**src/hw/rtl/pfr_pkg.sv**
```systemverilog
`timescale 1ns / 1ps
// ----------------------------------------------------------------------------
// pfr_pkg: shared types and constants of the page fifo
// Operation and status codes, controller states and the command and status
// bundles between controller and datapath.
// ----------------------------------------------------------------------------
package pfr_pkg;

	localparam int DEPTH_DEF     = 16;
	localparam int PAGE_BITS_DEF = 20;
	localparam int PAGE_W        = 20;
	localparam int KIND_W        = 2;
	localparam int STATUS_W      = 2;

	typedef enum logic [KIND_W-1:0] {
		KIND_APPEND = 2'd0,
		KIND_TAKE   = 2'd1,
		KIND_REMOVE = 2'd2,
		KIND_NONE   = 2'd3
	} kind_t;

	typedef enum logic [STATUS_W-1:0] {
		ST_OK        = 2'd0,
		ST_EMPTY     = 2'd1,
		ST_NOT_FOUND = 2'd2,
		ST_FULL      = 2'd3
	} status_t;

	typedef enum logic [2:0] {
		S_IDLE,
		S_DISPATCH,
		S_TAKE_WAIT,
		S_SCAN_RD,
		S_SCAN_CMP,
		S_SHIFT_RD,
		S_SHIFT_WR,
		S_DONE
	} state_t;

	typedef struct packed {
		logic    load;       // capture the incoming beat
		logic    append;     // write key at tail, count up
		logic    rd_head;    // read the head entry
		logic    take;       // drop the head, count down
		logic    scan_start; // scan pointer to head, index to zero
		logic    rd_ptr;     // read the entry under the scan pointer
		logic    ptr_step;   // advance scan pointer and index
		logic    rd_next;    // read the entry after the scan pointer
		logic    shift_wr;   // move read entry down into pointer slot
		logic    remove;     // count down once the gap is closed
		logic    set_res;    // capture the pending result
		status_t res;
		logic    out_load;   // move pending result to the output
	} pfr_cmd_t;

	typedef struct packed {
		kind_t kind;
		logic  full;
		logic  empty;
		logic  hit;
		logic  last;
		logic  out_free;
	} pfr_sts_t;

endpackage

```
**src/hw/rtl/pfr_ctrl.sv**
```systemverilog
`timescale 1ns / 1ps
// ----------------------------------------------------------------------------
// pfr_ctrl: operation sequencer
// Walks each operation through dispatch and then, by kind, head read or key
// scan and gap close, issuing commands to the datapath.
// ----------------------------------------------------------------------------
module pfr_ctrl (
	input  logic              clk,
	input  logic              arst_n,
	input  logic              in_valid,
	output logic              in_stall,
	input  pfr_pkg::pfr_sts_t sts,
	output pfr_pkg::pfr_cmd_t cmd
);
	import pfr_pkg::*;

	state_t state_q;
	state_t state_d;

	always_ff @(posedge clk or negedge arst_n) begin
		if (!arst_n) begin
			state_q <= S_IDLE;
		end else begin
			state_q <= state_d;
		end
	end

	always_comb begin
		state_d = state_q;
		case (state_q)
			S_IDLE: begin
				if (in_valid) state_d = S_DISPATCH;
			end
			S_DISPATCH: begin
				case (sts.kind)
					KIND_TAKE:   state_d = sts.empty ? S_DONE : S_TAKE_WAIT;
					KIND_REMOVE: state_d = sts.empty ? S_DONE : S_SCAN_RD;
					default:     state_d = S_DONE;
				endcase
			end
			S_TAKE_WAIT: state_d = S_DONE;
			S_SCAN_RD:   state_d = S_SCAN_CMP;
			S_SCAN_CMP: begin
				if (sts.hit) state_d = S_SHIFT_RD;
				else if (sts.last) state_d = S_DONE;
				else state_d = S_SCAN_RD;
			end
			S_SHIFT_RD: state_d = sts.last ? S_DONE : S_SHIFT_WR;
			S_SHIFT_WR: state_d = S_SHIFT_RD;
			S_DONE: begin
				if (sts.out_free) state_d = S_IDLE;
			end
			default: state_d = S_IDLE;
		endcase
	end

	always_comb begin
		cmd      = '0;
		cmd.res  = ST_OK;
		in_stall = (state_q != S_IDLE);
		case (state_q)
			S_IDLE: begin
				cmd.load = in_valid;
			end
			S_DISPATCH: begin
				case (sts.kind)
					KIND_APPEND: begin
						cmd.set_res = 1'b1;
						cmd.res     = sts.full ? ST_FULL : ST_OK;
						cmd.append  = !sts.full;
					end
					KIND_TAKE: begin
						cmd.rd_head = !sts.empty;
						cmd.set_res = sts.empty;
						cmd.res     = ST_EMPTY;
					end
					KIND_REMOVE: begin
						cmd.scan_start = !sts.empty;
						cmd.set_res    = sts.empty;
						cmd.res        = ST_NOT_FOUND;
					end
					default: begin
						cmd.set_res = 1'b1;
						cmd.res     = ST_OK;
					end
				endcase
			end
			S_TAKE_WAIT: begin
				cmd.take    = 1'b1;
				cmd.set_res = 1'b1;
				cmd.res     = ST_OK;
			end
			S_SCAN_RD: begin
				cmd.rd_ptr = 1'b1;
			end
			S_SCAN_CMP: begin
				if (!sts.hit) begin
					if (sts.last) begin
						cmd.set_res = 1'b1;
						cmd.res     = ST_NOT_FOUND;
					end else begin
						cmd.ptr_step = 1'b1;
					end
				end
			end
			S_SHIFT_RD: begin
				if (sts.last) begin
					cmd.remove  = 1'b1;
					cmd.set_res = 1'b1;
					cmd.res     = ST_OK;
				end else begin
					cmd.rd_next = 1'b1;
				end
			end
			S_SHIFT_WR: begin
				cmd.shift_wr = 1'b1;
			end
			S_DONE: begin
				cmd.out_load = sts.out_free;
			end
			default: begin
				cmd.load = 1'b0;
			end
		endcase
	end

endmodule

```
**src/hw/rtl/pfr_dp.sv**
```systemverilog
`timescale 1ns / 1ps
// ----------------------------------------------------------------------------
// pfr_dp: page fifo datapath
// Circular entry memory with head and count, scan pointer and index,
// pending result and the output register.
// ----------------------------------------------------------------------------
module pfr_dp #(
	parameter int DEPTH     = pfr_pkg::DEPTH_DEF,
	parameter int PAGE_BITS = pfr_pkg::PAGE_BITS_DEF
) (
	input  logic                          clk,
	input  logic                          arst_n,
	input  logic [pfr_pkg::KIND_W-1:0]    kind,
	input  logic [pfr_pkg::PAGE_W-1:0]    page,
	input  pfr_pkg::pfr_cmd_t             cmd,
	output pfr_pkg::pfr_sts_t             sts,
	output logic                          out_valid,
	input  logic                          out_stall,
	output logic [pfr_pkg::PAGE_W-1:0]    page_out,
	output logic [pfr_pkg::STATUS_W-1:0]  status,
	output logic                          is_empty
);
	import pfr_pkg::*;

	localparam int ADDR_W = $clog2(DEPTH);
	localparam int CNT_W  = $clog2(DEPTH + 1);
	localparam int SUM_W  = ADDR_W + 1;

	logic [PAGE_BITS-1:0] mem [DEPTH];
	logic [PAGE_BITS-1:0] rd_data_q;

	kind_t                kind_q;
	logic [PAGE_BITS-1:0] key_q;
	logic [ADDR_W-1:0]    head_q;
	logic [CNT_W-1:0]     count_q;
	logic [ADDR_W-1:0]    ptr_q;
	logic [ADDR_W-1:0]    idx_q;
	logic [PAGE_W-1:0]    res_page_q;
	status_t              res_status_q;
	logic                 out_valid_q;
	logic [PAGE_W-1:0]    page_out_q;
	status_t              status_q;
	logic                 is_empty_q;

	logic [ADDR_W-1:0]    ptr_next;
	logic [ADDR_W-1:0]    head_next;
	logic [SUM_W-1:0]     tail_sum;
	logic [ADDR_W-1:0]    tail;
	logic [ADDR_W-1:0]    rd_addr;
	logic                 rd_en;
	logic                 wr_en;
	logic [ADDR_W-1:0]    wr_addr;
	logic [PAGE_BITS-1:0] wr_data;
	logic                 full;
	logic                 empty;

	assign ptr_next  = (ptr_q == ADDR_W'(DEPTH - 1)) ? '0 : ptr_q + ADDR_W'(1);
	assign head_next = (head_q == ADDR_W'(DEPTH - 1)) ? '0 : head_q + ADDR_W'(1);

	// tail slot wraps around the end of the ring
	assign tail_sum = SUM_W'(head_q) + SUM_W'(count_q);
	assign tail     = (tail_sum >= SUM_W'(DEPTH)) ? ADDR_W'(tail_sum - SUM_W'(DEPTH))
	                                              : ADDR_W'(tail_sum);

	assign full  = (count_q == CNT_W'(DEPTH));
	assign empty = (count_q == '0);

	assign rd_en   = cmd.rd_head | cmd.rd_ptr | cmd.rd_next;
	assign rd_addr = cmd.rd_head ? head_q : (cmd.rd_ptr ? ptr_q : ptr_next);
	assign wr_en   = cmd.append | cmd.shift_wr;
	assign wr_addr = cmd.append ? tail : ptr_q;
	assign wr_data = cmd.append ? key_q : rd_data_q;

	always_ff @(posedge clk) begin
		if (wr_en) begin
			mem[wr_addr] <= wr_data;
		end
		if (rd_en) begin
			rd_data_q <= mem[rd_addr];
		end
	end

	always_ff @(posedge clk) begin
		if (cmd.load) begin
			kind_q <= kind_t'(kind);
			key_q  <= PAGE_BITS'(page);
		end
		if (cmd.scan_start) begin
			ptr_q <= head_q;
			idx_q <= '0;
		end else if (cmd.ptr_step || cmd.shift_wr) begin
			ptr_q <= ptr_next;
			idx_q <= idx_q + ADDR_W'(1);
		end
		if (cmd.set_res) begin
			res_status_q <= cmd.res;
			res_page_q   <= cmd.take ? PAGE_W'(rd_data_q) : '0;
		end
		if (cmd.out_load) begin
			page_out_q <= res_page_q;
			status_q   <= res_status_q;
			is_empty_q <= empty;
		end
	end

	always_ff @(posedge clk or negedge arst_n) begin
		if (!arst_n) begin
			head_q      <= '0;
			count_q     <= '0;
			out_valid_q <= 1'b0;
		end else begin
			if (cmd.append) begin
				count_q <= count_q + CNT_W'(1);
			end else if (cmd.take) begin
				head_q  <= head_next;
				count_q <= count_q - CNT_W'(1);
			end else if (cmd.remove) begin
				count_q <= count_q - CNT_W'(1);
			end
			if (cmd.out_load) begin
				out_valid_q <= 1'b1;
			end else if (!out_stall) begin
				out_valid_q <= 1'b0;
			end
		end
	end

	assign sts.kind     = kind_q;
	assign sts.full     = full;
	assign sts.empty    = empty;
	assign sts.hit      = (rd_data_q == key_q);
	assign sts.last     = (CNT_W'(idx_q) == count_q - CNT_W'(1));
	assign sts.out_free = !out_valid_q || !out_stall;

	assign out_valid = out_valid_q;
	assign page_out  = page_out_q;
	assign status    = status_q;
	assign is_empty  = is_empty_q;

endmodule

```
**src/hw/rtl/page_fifo_with_removal.sv**
```systemverilog
`timescale 1ns / 1ps
// ----------------------------------------------------------------------------
// page_fifo_with_removal: ordered page queue with remove by key
// Append, take and remove-first-match over a ring of DEPTH page entries.
// ----------------------------------------------------------------------------
// One operation is in flight at a time; in_stall is high from the cycle after
// a beat is accepted until its result has been moved to the output register.
// A take waits for the registered read data of the single memory read port.
// A remove walks the ring one entry at a time (read, then compare) up to the
// first match, then moves each later entry down one slot (read, then write).
// A result waiting on out_stall holds the sequencer in its final state.
module page_fifo_with_removal #(
	parameter int DEPTH     = pfr_pkg::DEPTH_DEF,
	parameter int PAGE_BITS = pfr_pkg::PAGE_BITS_DEF
) (
	input  logic                          clk,
	input  logic                          arst_n,
	input  logic                          in_valid,
	output logic                          in_stall,
	input  logic [pfr_pkg::KIND_W-1:0]    kind,
	input  logic [pfr_pkg::PAGE_W-1:0]    page,
	output logic                          out_valid,
	input  logic                          out_stall,
	output logic [pfr_pkg::PAGE_W-1:0]    page_out,
	output logic [pfr_pkg::STATUS_W-1:0]  status,
	output logic                          is_empty
);
	import pfr_pkg::*;

	pfr_cmd_t cmd;
	pfr_sts_t sts;

	pfr_ctrl u_ctrl (
		.clk      (clk),
		.arst_n   (arst_n),
		.in_valid (in_valid),
		.in_stall (in_stall),
		.sts      (sts),
		.cmd      (cmd)
	);

	pfr_dp #(
		.DEPTH     (DEPTH),
		.PAGE_BITS (PAGE_BITS)
	) u_dp (
		.clk       (clk),
		.arst_n    (arst_n),
		.kind      (kind),
		.page      (page),
		.cmd       (cmd),
		.sts       (sts),
		.out_valid (out_valid),
		.out_stall (out_stall),
		.page_out  (page_out),
		.status    (status),
		.is_empty  (is_empty)
	);

endmodule

```
**config.mk**
```make
export PLATFORM = sky130hd
export DESIGN_NAME = page_fifo_with_removal
export DESIGN_NICKNAME = d
export VERILOG_FILES = /design/src/hw/rtl/pfr_pkg.sv /design/src/hw/rtl/pfr_ctrl.sv /design/src/hw/rtl/pfr_dp.sv /design/src/hw/rtl/page_fifo_with_removal.sv
export SDC_FILE = /design/constraint.sdc
export NUM_CORES = 1
export LEC_CHECK = 0
export BUFFER_PORTS_ARGS = -buffer_cell sky130_fd_sc_hd__buf_2
export CELL_PAD_IN_SITES_DETAIL_PLACEMENT = 0
export CELL_PAD_IN_SITES_GLOBAL_PLACEMENT = 1
export CORE_AREA = 2 2 197 199
export CTS_CLUSTER_DIAMETER = 150
export DETAILED_ROUTE_END_ITERATION = 8
export DIE_AREA = 0 0 199 201
export PLACE_DENSITY_LB_ADDON = 0.1
export SLEW_MARGIN = 10
export SYNTH_ARGS = -nofsm -noshare
export SYNTH_HDL_FRONTEND = slang
export SYNTH_SLANG_ARGS = --single-unit
```
**constraint.sdc**
```tcl
create_clock -name clk -period 3.6 [get_ports clk]
set_input_delay 0.36 -clock clk [delete_from_list [all_inputs] [get_ports clk]]
set_output_delay 0.36 -clock clk [all_outputs]
set_load 0.01 [all_outputs]
```
# Word-level counts from Yosys, hierarchy flattened

Memory sizes are Yosys's and may differ from the RTL's. A register that Yosys moved wholly into a read port is not among the register bits.
Cells that the tools add are included.

Memories: 1
Logic and storage cells: 103
Output and inout port bits: 25
Register bits: 88
Input bits: 26
Bits in writable memories: 320

Memory list:

| memory   | depth | width | read ports | clocked after Yosys merged registers in | wr ports | RTL line     | source |
|---|---|---|---|---|---|---|---|
| u_dp.mem | 16    | 20    | 1          | 1                                       | 1        | pfr_dp.sv:29 | `logic [PAGE_BITS-1:0] mem [DEPTH];` |

Mux-type cells: 46
Reductions and logical operators: 14
Bitwise logic cells: 4
Order comparisons: 1
$add $sub $neg: 7
Eq/ne operators: 17

Operators with widths:

| operator              | number |
|---|---|
| $mux W4               | 9 |
| $mux W3               | 8 |
| $pmux W3 S8           | 1 |
| $eq A20 B20 Y1        | 1 |
| $mux W20              | 1 |
| $mux W1               | 19 |
| $mux W5               | 3 |
| $add A4 B1 Y4 const B | 3 |
| $eq A3 B3 Y1 const B  | 4 |
| $pmux W3 S4           | 1 |
| $pmux W3 S3           | 1 |
| $eq A4 B4 Y1 const B  | 2 |
| $eq A3 B2 Y1 const B  | 2 |
| $pmux W3 S2           | 1 |
| $reduce_bool A3 Y1    | 2 |
| $add A4 B5 Y5         | 1 |
| $add A5 B1 Y5 const B | 1 |
| $eq A4 B5 Y1          | 1 |
| $eq A5 B5 Y1 const B  | 1 |
| $ge A5 B5 Y1 const B  | 1 |
| $logic_not A5 Y1      | 1 |
| $sub A5 B1 Y5 const B | 1 |
| $logic_not A1 Y1      | 4 |
| $mux W2               | 2 |
| 13 further kinds      | 18 |

# Logic depth before layout (Yosys ltp)

Gate-level depths: netlist of run 1.

Word-level depth: 8
Mapped depth: 12
Gate-level depth less buffers: 8

# Cells and area by module

Synthesis of run 1 repeated with hierarchy kept, for this count alone.

Cell total of the unflattened synthesis: 1,287
Area total of the unflattened synthesis: 18,134.9 um^2

By module, submodules not included:

| module   | instances | area an instance (um^2) | cells each | sequential area each (um^2) |
|---|---|---|---|---|
| pfr_dp   | 1         | 17,700.7                | 1,229      | 12,672.2 |
| pfr_ctrl | 1         | 434.2                   | 58         | 75.1 |

# Least setup slack after synthesis of run 1

OpenSTA, ideal clock, no wires.

Path kind: reg2reg
Start: reg u_dp.count_q[0]
End: reg u_dp.res_page_q[0], enable pin
Arrival time: 3.138 ns
Library setup time: 0.432 ns
Setup slack: 0.030 ns
Data required time: 3.168 ns
Path buffers: 0
Cell stages (with the launch flop): 8
Clock period less this slack: 3.570 ns
Cell sequence: dfrtp_1 > inv_1 > ha_1 > nor3b_1 > xnor2_1 > and3_1 > o21ai_0 > o21ai_0

RTL lines:

| element                | RTL line      | source |
|---|---|---|
| from (decl)            | pfr_dp.sv:35  | `logic [CNT_W-1:0] count_q;` |
| from (signal assigned) | pfr_dp.sv:113 | `count_q <= count_q + CNT_W'(1);` |
| from (signal assigned) | pfr_dp.sv:116 | `count_q <= count_q - CNT_W'(1);` |
| from (signal assigned) | pfr_dp.sv:118 | `count_q <= count_q - CNT_W'(1);` |
| to (signal assigned)   | pfr_dp.sv:97  | `res_page_q <= cmd.take ? PAGE_W'(rd_data_q) : '0;` |
| to (decl)              | pfr_dp.sv:38  | `logic [PAGE_W-1:0] res_page_q;` |

# Worst setup path in the final report of run 1

Start: reg u_dp.count_q[0]
End: reg u_dp.rd_data_q[12], read port of u_dp.mem (data pin)

Word-level cells in the longest chain between the ends: 6
Elaborated cells on any way between the ends: 11
Classes of those cells: 1 x add/sub; 1 x eq/ne; 5 x mux; 2 x bitwise; 2 x reduce/logical

Ends and longest elaborated chain:

| element                                                               | RTL line     | source |
|---|---|---|
| parallel branches: the longest is 6 deep, another holds $sub A5 B1 Y5 | -            |  |
| to (decl)                                                             | pfr_dp.sv:30 | `logic [PAGE_BITS-1:0] rd_data_q;` |

Parallel ways; which one is timed is not known.
A chain may end at the register's enable or synchronous reset.

==> impl_metrics.yaml, run 1 <==
run_status:
  status: "completed"
floorplanning:
  row_count: 72
  ios: 51
  fp.dieArea_um2: 40000
  die_x_um: 199
  core_area_um2: 38100
  die_y_um: 201
  start_util: 0.473
run:
  maxCapViolCount: 0
clocking:
  cts_tree: "done"
  root_buffer: "clkbuf_16"
  cts_buffer_depth: 3
  postCtsSetupRepairBufs: 0
  cts_sinks: 428
  worstSkewPairLatency_ns: 0.57
  clk_pin_slew_ns: 0.06
  cts_buffers: 46
  htree_levels: 2
synth:
  ys_types: 66
  synth_area_per_cell_um2: 14.9
  async_flop_share: 0.0304
  synth_compound_area_frac: 0.0868
  synth_edf_count: 411
  synth_top_family_by_area: "compound AO/OA/AOI/OAI gates"
  synth-main-ff-cell: "edfxtp_1"
  yosys.area_share.adder: 0.00945
  yosys.area_share.simple: 0.0766
  synth.net_count: 1251
  synth-xor-area-share: 0.0179
  ys_ff_latch: 428
  yosys_warnings: 0
  synthMuxAreaShare: 0.0652
  synth_area_um2: 18000
  postSynthCellCount: 1212
  ys_seq_area_frac: 0.708
worst_setup_path:
  cp_max_fo: 35
  start_kind: "flop"
  worstPathArrival_ns: 3.60
  cp-startpoint: "u_dp.count_q[0]$_DFFE_PN0P_"
  reg2reg_depth: 10
  slowest_delay_ns: 0.62
  worstReg2RegStart: "u_dp.count_q[0]$_DFFE_PN0P_"
  end_kind: "flop"
  critical-path-top-delay-family: "simple AND/OR/NAND/NOR gates"
  r2r-end: "u_dp.rd_data_q[12]$_DFFE_PP_"
  crit_chain: "inv_1, ha_1, or4b_1, nand4_1, a21boi_4, buf_12, buf_12, mux2_2, o221ai_1, nand4_1"
  crit_buf_inv: 3
  r2r_slack_ns: 0.30
  crit_path_top_delay_cell: "or4b_1"
  crit_type: "reg -> reg"
  cp.required_ns: 3.90
timing:
  max_freq_mhz: 303
  final.setup.worst_slack_ns: 0.303
  finalClockSkew_ns: 0.0152
  fin_crit_ns: 3.30
  grt_setup_unrepaired: "no"
  hold_violations: 0
  maxSlewHeadroom: 0.498
  finalMaxSlewViolations: 0
  setup_violations: 0
  tns_ns: 0
  fin_crit_sh: 0.916
  worst_slew_pin_slew_ns: 0.751
worst_hold_path:
  min_to: "u_dp.out_valid$_DFFE_PN0P_"
  min_from: "out_stall"
  min_path_cells: 3
  min_path_type: "in -> reg"
place:
  dpl_cell_area_um2: 19300
  portBuffers: 50
  place_ws_ns: 0.223
  placed_cells: 1770
  gp_congestion: 0.790
  dp_hpwl_um: 27900
power:
  leakage_uw: 0.00720
  power_uw: 20400
  peakVddDrop_mv: 0.707
  p_per_area_nw_per_um2: 978
final_layout:
  n_antenna_cell: 0
  fillerInstances: 3078
  final_cells: 1865
  fin_area_um2: 20800
  final_layout_size_suffix_gt1_frac: 0.206
  nets: 1362
  areaGrowthSynthToFinish_pct: 15.6
global_routing:
  grt_pass1_vias: 10365
  grt.overflow.total: 0
  grt_pass1_wl_um: 68000
  grt_usage: 0.234
  antenna_found_initial: 0
  grt_max_degree: 73
detailed_routing:
  wirelength_um: 45400
  vias_per_cell: 5.65
  antenna_left: 0
  route.vias.total: 10540
  drc: 0
  drt_iter0_drc: 920
  wl_per_cell_um: 24.3
  dr.pass1.iters: 5
==> state kept, by name (all words and copies together) (netlist names) <==
signal and count:
u_ctrl.state_q 3, u_dp.count_q 5, u_dp.head_q 4, u_dp.idx_q 4
u_dp.is_empty 1, u_dp.key_q 20, u_dp.kind_q 2, u_dp.mem 320
u_dp.out_valid 1, u_dp.page_out 20, u_dp.ptr_q 4, u_dp.rd_data_q 20
u_dp.res_page_q 20, u_dp.res_status_q 2, u_dp.status 2
==> layout make-up <==
cell class                      count  area [µm²]  share of cell area
Clock buffer                       55        1180              0.0569
Clock inverter                     17         135             0.00649
Inverter                           80         300              0.0144
Multi-Input combinational cell    626        4710               0.226
Sequential cell                   428       12700               0.612
Tap cell                          518         648              0.0311
Timing Repair Buffer              141        1100              0.0530
==> per-layer routing <==
layer  part of all wire  vias to the layer above  routed length [µm]  track usage
li1                   -                     4842                   -            -
met4              0.018                        0                 803       0.0522
met3              0.055                       61                2490       0.0445
met1               0.46                     5343               21000        0.340
met5                  0                        -                   0            0
met2               0.47                      294               21100        0.369
==> how the worst max path moves through the flow <==
stage                                                  end  depth (start not counted)
after floorplan           u_dp.res_page_q[0]$_SDFFCE_PN0P_                          7
after global placement            u_dp.mem[5][2]$_DFFE_PP_                          9
after detailed placement       u_dp.rd_data_q[4]$_DFFE_PP_                          9
after CTS                     u_dp.rd_data_q[13]$_DFFE_PP_                          9
after global routing          u_dp.rd_data_q[12]$_DFFE_PP_                         10
final                         u_dp.rd_data_q[12]$_DFFE_PP_                         10
==> cells in the final DEF, fill, tap and decap left out, drive strengths merged, types with 4 or more instances in the layout <==
cell type | synthesis | routed
nand4 | 26 | 26
ha | 12 | 12
a21oi | 17 | 17
dfrtp | 13 | 13
and2 | 62 | 62
buf | 31 | 118
o21ai | 53 | 53
mux4 | 12 | 12
edfxtp | 411 | 411
o2111ai | 29 | 29
nor2 | 34 | 34
o221ai | 39 | 39
dlygate4sd3 | 0 | 23
nor3 | 10 | 10
nor2b | 7 | 7
clkinv | 0 | 15
mux2i | 10 | 10
xnor2 | 31 | 31
clkbuf | 47 | 55
mux2 | 71 | 71
nand2 | 88 | 88
nand3 | 23 | 23
dfxtp | 4 | 4
o211ai | 57 | 57
inv | 80 | 80
==> logic make-up (layout without fill, tap and decap cells) <==
group / count (synthesis) / in the layout
AND/OR/NAND/NOR: 268 / 268
adder cells (fa/ha/maj): 13 / 13
XOR/XNOR: 35 / 35
AO/OA/AOI/OAI: 217 / 217
buffers and inverters: 158 / 293
flip-flops: 428 / 428
multiplexers: 93 / 93
==> through the flow <==
| stage | hold slack [ns] | utilization |
|---|---|---|
| 2_1_floorplan | 0.0644 | - |
| 6_report | 0.131 | 0.547 |
| 3_5_place_dp | 0.282 | 0.506 |
| 4_1_cts | 0.100 | 0.547 |
| 5_1_grt | 0.144 | 0.547 |
| 3_3_place_gp | 0.274 | 0.506 |
==> synthesized netlist by cell type, types with 2 or more instances <==
cell	instances	share of area
edfxtp_1	411	0.69
nand2_1	88	0.018
inv_1	80	0.017
and2_1	62	0.022
mux2_2	61	0.038
o211ai_1	57	0.024
o21ai_0	52	0.014
clkbuf_1	47	0.0098
o221ai_1	39	0.019
nor2_1	34	0.0071
xnor2_1	31	0.015
o2111ai_1	29	0.014
nand4_1	26	0.0090
buf_2	22	0.0061
nand3_1	22	0.0061
a21oi_1	17	0.0047
dfrtp_1	13	0.018
ha_1	12	0.0083
mux4_2	12	0.015
mux2i_1	10	0.0056
mux2_1	9	0.0056
nor3_1	9	0.0025
nor2b_1	7	0.0024
buf_4	4	0.0017
dfxtp_1	4	0.0044
a31oi_1	3	0.0010
and3_1	3	0.0010
buf_6	3	0.0019
xor2_1	3	0.0015
a211o_1	2	0.00097
a21o_1	2	0.00083
buf_1	2	0.00042
nand3b_1	2	0.00083
or4b_1	2	0.0011
==> worst register-to-register path, cell delays in order (launching register included) <==
cell and delay [ns]:
dfrtp_1 0.45, inv_1 0.12, ha_1 0.23, or4b_1 0.62
nand4_1 0.18, a21boi_4 0.27, buf_12 0.24, buf_12 0.23
mux2_2 0.35, o221ai_1 0.22, nand4_1 0.13
==> power breakdown <==
part	switching (µW)	internal [µW]
registers	507	7120
logic	5220	3230
clock network	1840	2460
==> what timing repair did <==
item / in CTS / in global routing
hold buffers: 23 / 0
resized for setup: 0 / 1
endpoints found under the hold margin: 35 / 0
setup endpoints to repair: 0 / 1
Note: power is estimated with default switching activity, not from simulation.
==> run 2: changes to the inputs <==
Settings changed: CORE_AREA 2 2 197 199 to 2 2 200 202, DIE_AREA 0 0 199 201 to 0 0 202 204, SYNTH_HIERARCHICAL set to 1.
==> run 2 against run 1 <==
  * Synthesized cell count increased by 6.2%
  * Register-to-register slack improved by 0.02 ns
  * Fmax is 0.60% higher
  * Total power grew 4.5%
  * Critical endpoint is now u_dp/rd_data_q[16]$_DFFE_PP_
==> impl_metrics.yaml, run 2 <==
synth:
  yosys_warnings: 6
  netlist.area_leader.share: 0.681
  postSynthCellCount: 1287
  ys_types: 58
  async_flop_share: 0.0304
  ys_ff_latch: 428
  synth_area_leaders: "edfxtp_1 (68%), nand2_1 (5.3%), mux2_2 (4.1%)"
  ys_seq_area_frac: 0.703
  synth_area_um2: 18100
  synth.most_common_cell: "edfxtp_1"
  synth_top_cell_by_area: "edfxtp_1"
  synth_edf_count: 411
  synth.net_count: 1326
  synth-main-ff-cell: "edfxtp_1"
  synth_area_per_cell_um2: 14.1
  synth_common_cells: "edfxtp_1 (411), nand2_1 (254), and3_1 (77)"
floorplanning:
  row_count: 73
  fp.dieArea_um2: 41200
  core_area_um2: 39200
  ios: 51
  die_x_um: 202
  die_y_um: 204
  start_util: 0.463
timing:
  finalClockSkew_ns: 0.0140
  fin_crit_sh: 0.910
  max_freq_mhz: 305
  tns_ns: 0
  setup_violations: 0
  worst_slew_pin_slew_ns: 1.08
  final.setup.worst_slack_ns: 0.323
  hold_violations: 0
  finalMaxSlewViolations: 0
  fin_crit_ns: 3.28
  maxSlewHeadroom: 0.282
  grt_setup_unrepaired: "no"
  hold_ws_ns: 0.0484
clocking:
  cts_buffer_depth: 3
  postCtsSetupRepairBufs: 0
  root_buffer: "clkbuf_16"
  cts_tree: "done"
  cts_buffers: 46
  worstSkewPairLatency_ns: 0.58
  cts_sinks: 428
  htree_levels: 2
  clk_pin_slew_ns: 0.06
detailed_routing:
  antenna_left: 0
  wirelength_um: 46000
  drc: 0
  route.vias.total: 11089
  dr.pass1.iters: 7
  wl_per_cell_um: 23.6
  vias_per_cell: 5.69
  drt_iter0_drc: 1084
final_layout:
  top_register: "u_dp/mem"
  nets: 1428
  largest_reg_flops: 320
  n_antenna_cell: 0
  final_layout_size_suffix_gt1_frac: 0.196
  final_cell_mix: "edfxtp_1 (411), nand2_1 (254), and3_1 (77)"
  post-route-util: 0.535
  fin_area_um2: 21000
  areaGrowthSynthToFinish_pct: 15.7
  fillerInstances: 3263
  final_common_cell: "edfxtp_1"
worst_hold_path:
  min_to: "u_dp/out_valid$_DFFE_PN0P_"
  min_from: "out_stall"
  min_path_type: "in -> reg"
  min_path_cells: 3
worst_setup_path:
  reg2reg_depth: 9
  start_kind: "flop"
  cp.required_ns: 3.90
  crit_buf_inv: 1
  r2r-end: "u_dp/rd_data_q[16]$_DFFE_PP_"
  crit_type: "reg -> reg"
  crit_chain: "nand2b_1, nand2b_1, nor3b_2, buf_4, nand2b_1, and2_4, a222oi_1, a211oi_1, or4_1"
  crit_path_top_delay_cell: "or4_1"
  worstPathArrival_ns: 3.58
  critical-path-top-delay-family: "simple AND/OR/NAND/NOR gates"
  worstReg2RegStart: "u_ctrl/state_q[2]$_DFFE_PN0P_"
  cp_common_cell: "nand2b_1"
  slowest_delay_ns: 0.52
  r2r_slack_ns: 0.32
  end_kind: "flop"
  cp_max_fo: 42
power:
  netSwitchingFraction: 0.395
  p_comb_frac: 0.440
  p_int_uw: 12900
  clkPwrFrac: 0.208
  p_per_area_nw_per_um2: 1020
  peakVddDrop_mv: 0.706
  p_seq_frac: 0.352
  leakage_uw: 0.00734
  switching_power_uw: 8410
place:
  place_ws_ns: 0.371
  dpl_cell_area_um2: 19400
  dp_hpwl_um: 28000
  portBuffers: 50
  gp_congestion: 0.790
global_routing:
  grt_pass1_vias: 10938
  antenna_found_initial: 0
  grt_pass1_wl_um: 69800
  grt.overflow.total: 0
  grt_usage: 0.229
  grt_max_degree: 54
run:
  maxCapViolCount: 0
run_status:
  status: "completed"
run 2: cell count changes after synthesis, moves of 41 or more:
cell and change:
inv_1 -67, nand2_1 +166, a222oi_1 +42, and2_1 -41, o211ai_1 -56, and3_1 +74
run 2: area by class of cell:
class | count | area, µm² | share of cell area
clock buffer | 58 | 1220 | 0.0580
clock inverter | 24 | 174 | 0.00829
inverter | 13 | 48.8 | 0.00233
multi-input combinational | 760 | 5000 | 0.238
sequential | 428 | 12700 | 0.608
tap | 525 | 657 | 0.0313
timing repair buffer | 140 | 1130 | 0.0540
run 2: cell families (layout without fill, tap and decap cells):
| kind of cell | Yosys count | after routing | synth area share |
|---|---|---|---|
| and+or+nand+nor | 461 | 461 | 0.122 |
| DFF | 428 | 428 | 0.703 |
| AOI/OAI and AO/OA | 182 | 182 | 0.0797 |
| buffers and inverters | 99 | 235 | 0.0266 |
| muxes | 68 | 68 | 0.0424 |
| xor gates and xnor gates | 36 | 36 | 0.0174 |
| adders and majority gates | 13 | 13 | 0.00938 |
run 2: metrics by stage:
step                total power (µW)  instances
global placement               16800       1843
global route                   22600       1948
finish                         21300       1948
detailed placement             17000       1843
CTS                            21500       1948
floorplan                      13600       1287
run 2: what timing repair did:
item,4_1_cts,5_1_grt
gates resized for setup,0,0
hold endpoints to repair,35,0
hold buffers,23,0
run 2: routing by layer:
layer  track usage  vias to the layer above  wire (µm)
li1              -                     5137          -
met1         0.326                     5531      20700
met2         0.356                      360      20900
met3        0.0521                       61       3400
met4        0.0628                        0        994
met5             0                        -          0
run 2: worst max-delay path by stage:
stage | slack, ns | from | depth (start not counted) | endpoint
2_1_floorplan | 0.14 | u_dp/count_q[0]$_DFFE_PN0P_ | 13 | u_dp/mem[15][0]$_DFFE_PP_
3_3_place_gp | 0.44 | u_ctrl/state_q[2]$_DFFE_PN0P_ | 9 | u_dp/rd_data_q[5]$_DFFE_PP_
3_5_place_dp | 0.37 | u_ctrl/state_q[2]$_DFFE_PN0P_ | 9 | u_dp/rd_data_q[16]$_DFFE_PP_
4_1_cts | 0.35 | u_ctrl/state_q[2]$_DFFE_PN0P_ | 9 | u_dp/rd_data_q[16]$_DFFE_PP_
5_1_grt | 0.09 | u_ctrl/state_q[2]$_DFFE_PN0P_ | 9 | u_dp/rd_data_q[1]$_DFFE_PP_
6_report | 0.32 | u_ctrl/state_q[2]$_DFFE_PN0P_ | 9 | u_dp/rd_data_q[16]$_DFFE_PP_
run 2: tightest hold or removal path, delay by kind of cell:
kind	cells	cell delay, ns
simple gates	2	0.16
buf+inv	1	0.08
run 2: power groups by stage:
stage | combinational, µW | sequential (µW) | clock (µW)
after global placement | 9260 | 7580 | 0
final | 9380 | 7500 | 4420
after global routing | 10300 | 7570 | 4710
after floorplan | 6150 | 7450 | 0
after CTS | 9460 | 7490 | 4520
after detailed placement | 9400 | 7590 | 0
==> run 3: changes to the inputs <==
Settings changed: BUFFER_PORTS_ARGS -buffer_cell sky130_fd_sc_hd__buf_2 to unset, CORE_AREA 2 2 200 202 to 2 2 198 200, DIE_AREA 0 0 202 204 to 0 0 200 202, DONT_BUFFER_PORTS set to 1.
==> run 3 against run 2 <==
  * Hold slack better by 0.21 ns
  * Flip-flop and latch count unchanged
  * Total power is 0.47% higher
  * Critical path depth grew 3
  * Worst setup slack worse by 0.093 ns
  * Register-to-register slack worse by 0.09 ns
  * Fmax down 2.8%
  * Cell count fell by 2.7%
  * Critical endpoint is now u_dp/rd_data_q[4]$_DFFE_PP_
  * Sequential power grew 1%
  * Via count rose by 1.4%
  * Count of clock-buffer cells in the layout rose by 1
==> impl_metrics.yaml, run 3 (synthesized netlist as in run 2, its figures left out) <==
final_layout:
  final_layout_size_suffix_gt1_frac: 0.168
  final_cell_mix: "edfxtp_1 (411), nand2_1 (254), and3_1 (77)"
  areaGrowthSynthToFinish_pct: 14.5
  final_cells: 1896
  final_common_cell: "edfxtp_1"
  n_antenna_cell: 0
  top_register: "u_dp/mem"
  largest_reg_flops: 320
  nets: 1384
  fin_area_um2: 20800
floorplanning:
  ios: 51
  core_area_um2: 38300
  die_y_um: 202
  start_util: 0.474
  fp.dieArea_um2: 40400
  die_x_um: 200
  row_count: 72
global_routing:
  antenna_found_initial: 0
  grt_usage: 0.240
  grt_pass1_vias: 11176
  grt_max_degree: 53
  grt_pass1_wl_um: 70500
  grt.overflow.total: 0
detailed_routing:
  wl_per_cell_um: 25.0
  drt_iter0_drc: 1121
  vias_per_cell: 5.93
  antenna_left: 0
  drc: 0
  wirelength_um: 47400
  wl_met2_um: 22300
  route.vias.total: 11249
  wl_met3_um: 3430
  dr.pass1.iters: 6
  drt-met1-wl_um: 20400
  routed.top_layer: "met4"
worst_setup_path:
  crit_path_top_delay_cell: "or4_1"
  cp.required_ns: 3.92
  worstPathArrival_ns: 3.69
  worstReg2RegStart: "u_dp/count_q[1]$_DFFE_PN0P_"
  cp_common_cell: "buf_4"
  start_kind: "flop"
  cp_max_fo: 22
  slowest_delay_ns: 0.54
  r2r-end: "u_dp/rd_data_q[4]$_DFFE_PP_"
  crit_type: "reg -> reg"
  end_kind: "flop"
  reg2reg_depth: 12
  crit_chain: "inv_1, ha_1, nand2_1, nor2_1, nor3b_2, buf_4, buf_4, o21ai_1, nand2_2, buf_12, a311oi_1, or4_1"
  r2r_slack_ns: 0.23
timing:
  finalClockSkew_ns: 0.0156
  fin_crit_sh: 0.936
  setup_violations: 0
  worst_slew_pin_slew_ns: 1.14
  maxSlewHeadroom: 0.238
  final.setup.worst_slack_ns: 0.230
  tns_ns: 0
  hold_violations: 0
  grt_setup_unrepaired: "no"
  fin_crit_ns: 3.37
  finalMaxSlewViolations: 0
  max_freq_mhz: 297
clocking:
  clk_pin_slew_ns: 0.06
  htree_levels: 2
  cts_buffer_depth: 3
  postCtsSetupRepairBufs: 0
  worstSkewPairLatency_ns: 0.58
  cts_tree: "done"
  root_buffer: "clkbuf_16"
  cts_buffers: 47
  cts_sinks: 428
power:
  switching_power_uw: 8470
  netSwitchingFraction: 0.396
  peakVddDrop_mv: 0.863
  leakage_uw: 0.00717
  p_int_uw: 12900
  p_per_area_nw_per_um2: 1030
  p_seq_frac: 0.356
  clkPwrFrac: 0.207
  power_uw: 21400
  p_comb_frac: 0.437
place:
  placed_cells: 1789
  dp_hpwl_um: 28000
  gp_congestion: 0.805
  place_ws_ns: 0.218
  dpl_cell_area_um2: 19100
  portBuffers: 0
run:
  maxCapViolCount: 0
worst_hold_path:
  min_path_type: "in -> async"
run_status:
  status: "completed"
run 3: cell types whose count changed in the layout (fill, tap and decap cells not counted), sizes merged:
cell / before / now
inv: 14 / 15
bufinv: 2 / 1
clkbuf: 58 / 59
clkinvlp: 3 / 2
dlygate4sd3: 23 / 25
buf: 117 / 70
run 3: worst max path at each step:
stage	from	to	slack, ns	cells past startpoint
after floorplan	u_dp/count_q[0]$_DFFE_PN0P_	u_dp/mem[15][0]$_DFFE_PP_	0.14	13
after global routing	u_dp/count_q[1]$_DFFE_PN0P_	u_dp/rd_data_q[3]$_DFFE_PP_	0.003	11
after global placement	u_dp/count_q[0]$_DFFE_PN0P_	u_dp/rd_data_q[4]$_DFFE_PP_	0.30	12
final	u_dp/count_q[1]$_DFFE_PN0P_	u_dp/rd_data_q[4]$_DFFE_PP_	0.23	12
after CTS	u_dp/count_q[0]$_DFFE_PN0P_	u_dp/rd_data_q[4]$_DFFE_PP_	0.18	12
after detailed placement	u_dp/count_q[0]$_DFFE_PN0P_	u_dp/rd_data_q[4]$_DFFE_PP_	0.22	12
run 3: worst max-delay path, delay by kind of cell, from the launching register on:
kind	cells	cell delay, ns
buffers and inverters	4	0.90
AO/OA/AOI/OAI	2	0.27
AND/OR/NAND/NOR	5	1.17
adder cells (fa/ha/maj)	1	0.25
flip-flops	1	0.48
run 3: timing repair:
action	CTS	global route
endpoints found under the hold margin	37	0
resized for setup	0	2
hold buffers	25	0
setup endpoints to repair	0	4
run 3: layout make-up:
type,instances,area [µm²]
sequential,428,12700
multi-input combinational,760,5000
tap,518,648
fill,3185,17500
timing repair buffer,95,917
inverter,13,48.8
clock inverter,23,163
clock buffer,59,1240
run 3: power by group through the flow:
stage | Sequential, µW | Combinational [µW] | Clock, µW
finish | 7610 | 9360 | 4430
global route | 7690 | 10200 | 4760
floorplan | 7450 | 6150 | 0
detailed placement | 7700 | 9350 | 0
CTS | 7600 | 9420 | 4530
global placement | 7690 | 9290 | 0
run 3: routing by layer:
| metal | vias up | global-route usage |
|---|---|---|
| li1 | 5052 | - |
| met1 | 5678 | 0.324 |
| met5 | - | 0 |
| met2 | 430 | 0.384 |
| met4 | 0 | 0.0833 |
| met3 | 89 | 0.0512 |
run 3: per-stage QoR:
step / hold slack, ns / util
2_1_floorplan: 0.0644 / -
3_3_place_gp: 0.0647 / 0.499
3_5_place_dp: 0.0647 / 0.499
4_1_cts: 0.250 / 0.542
5_1_grt: 0.282 / 0.542
6_report: 0.258 / 0.542
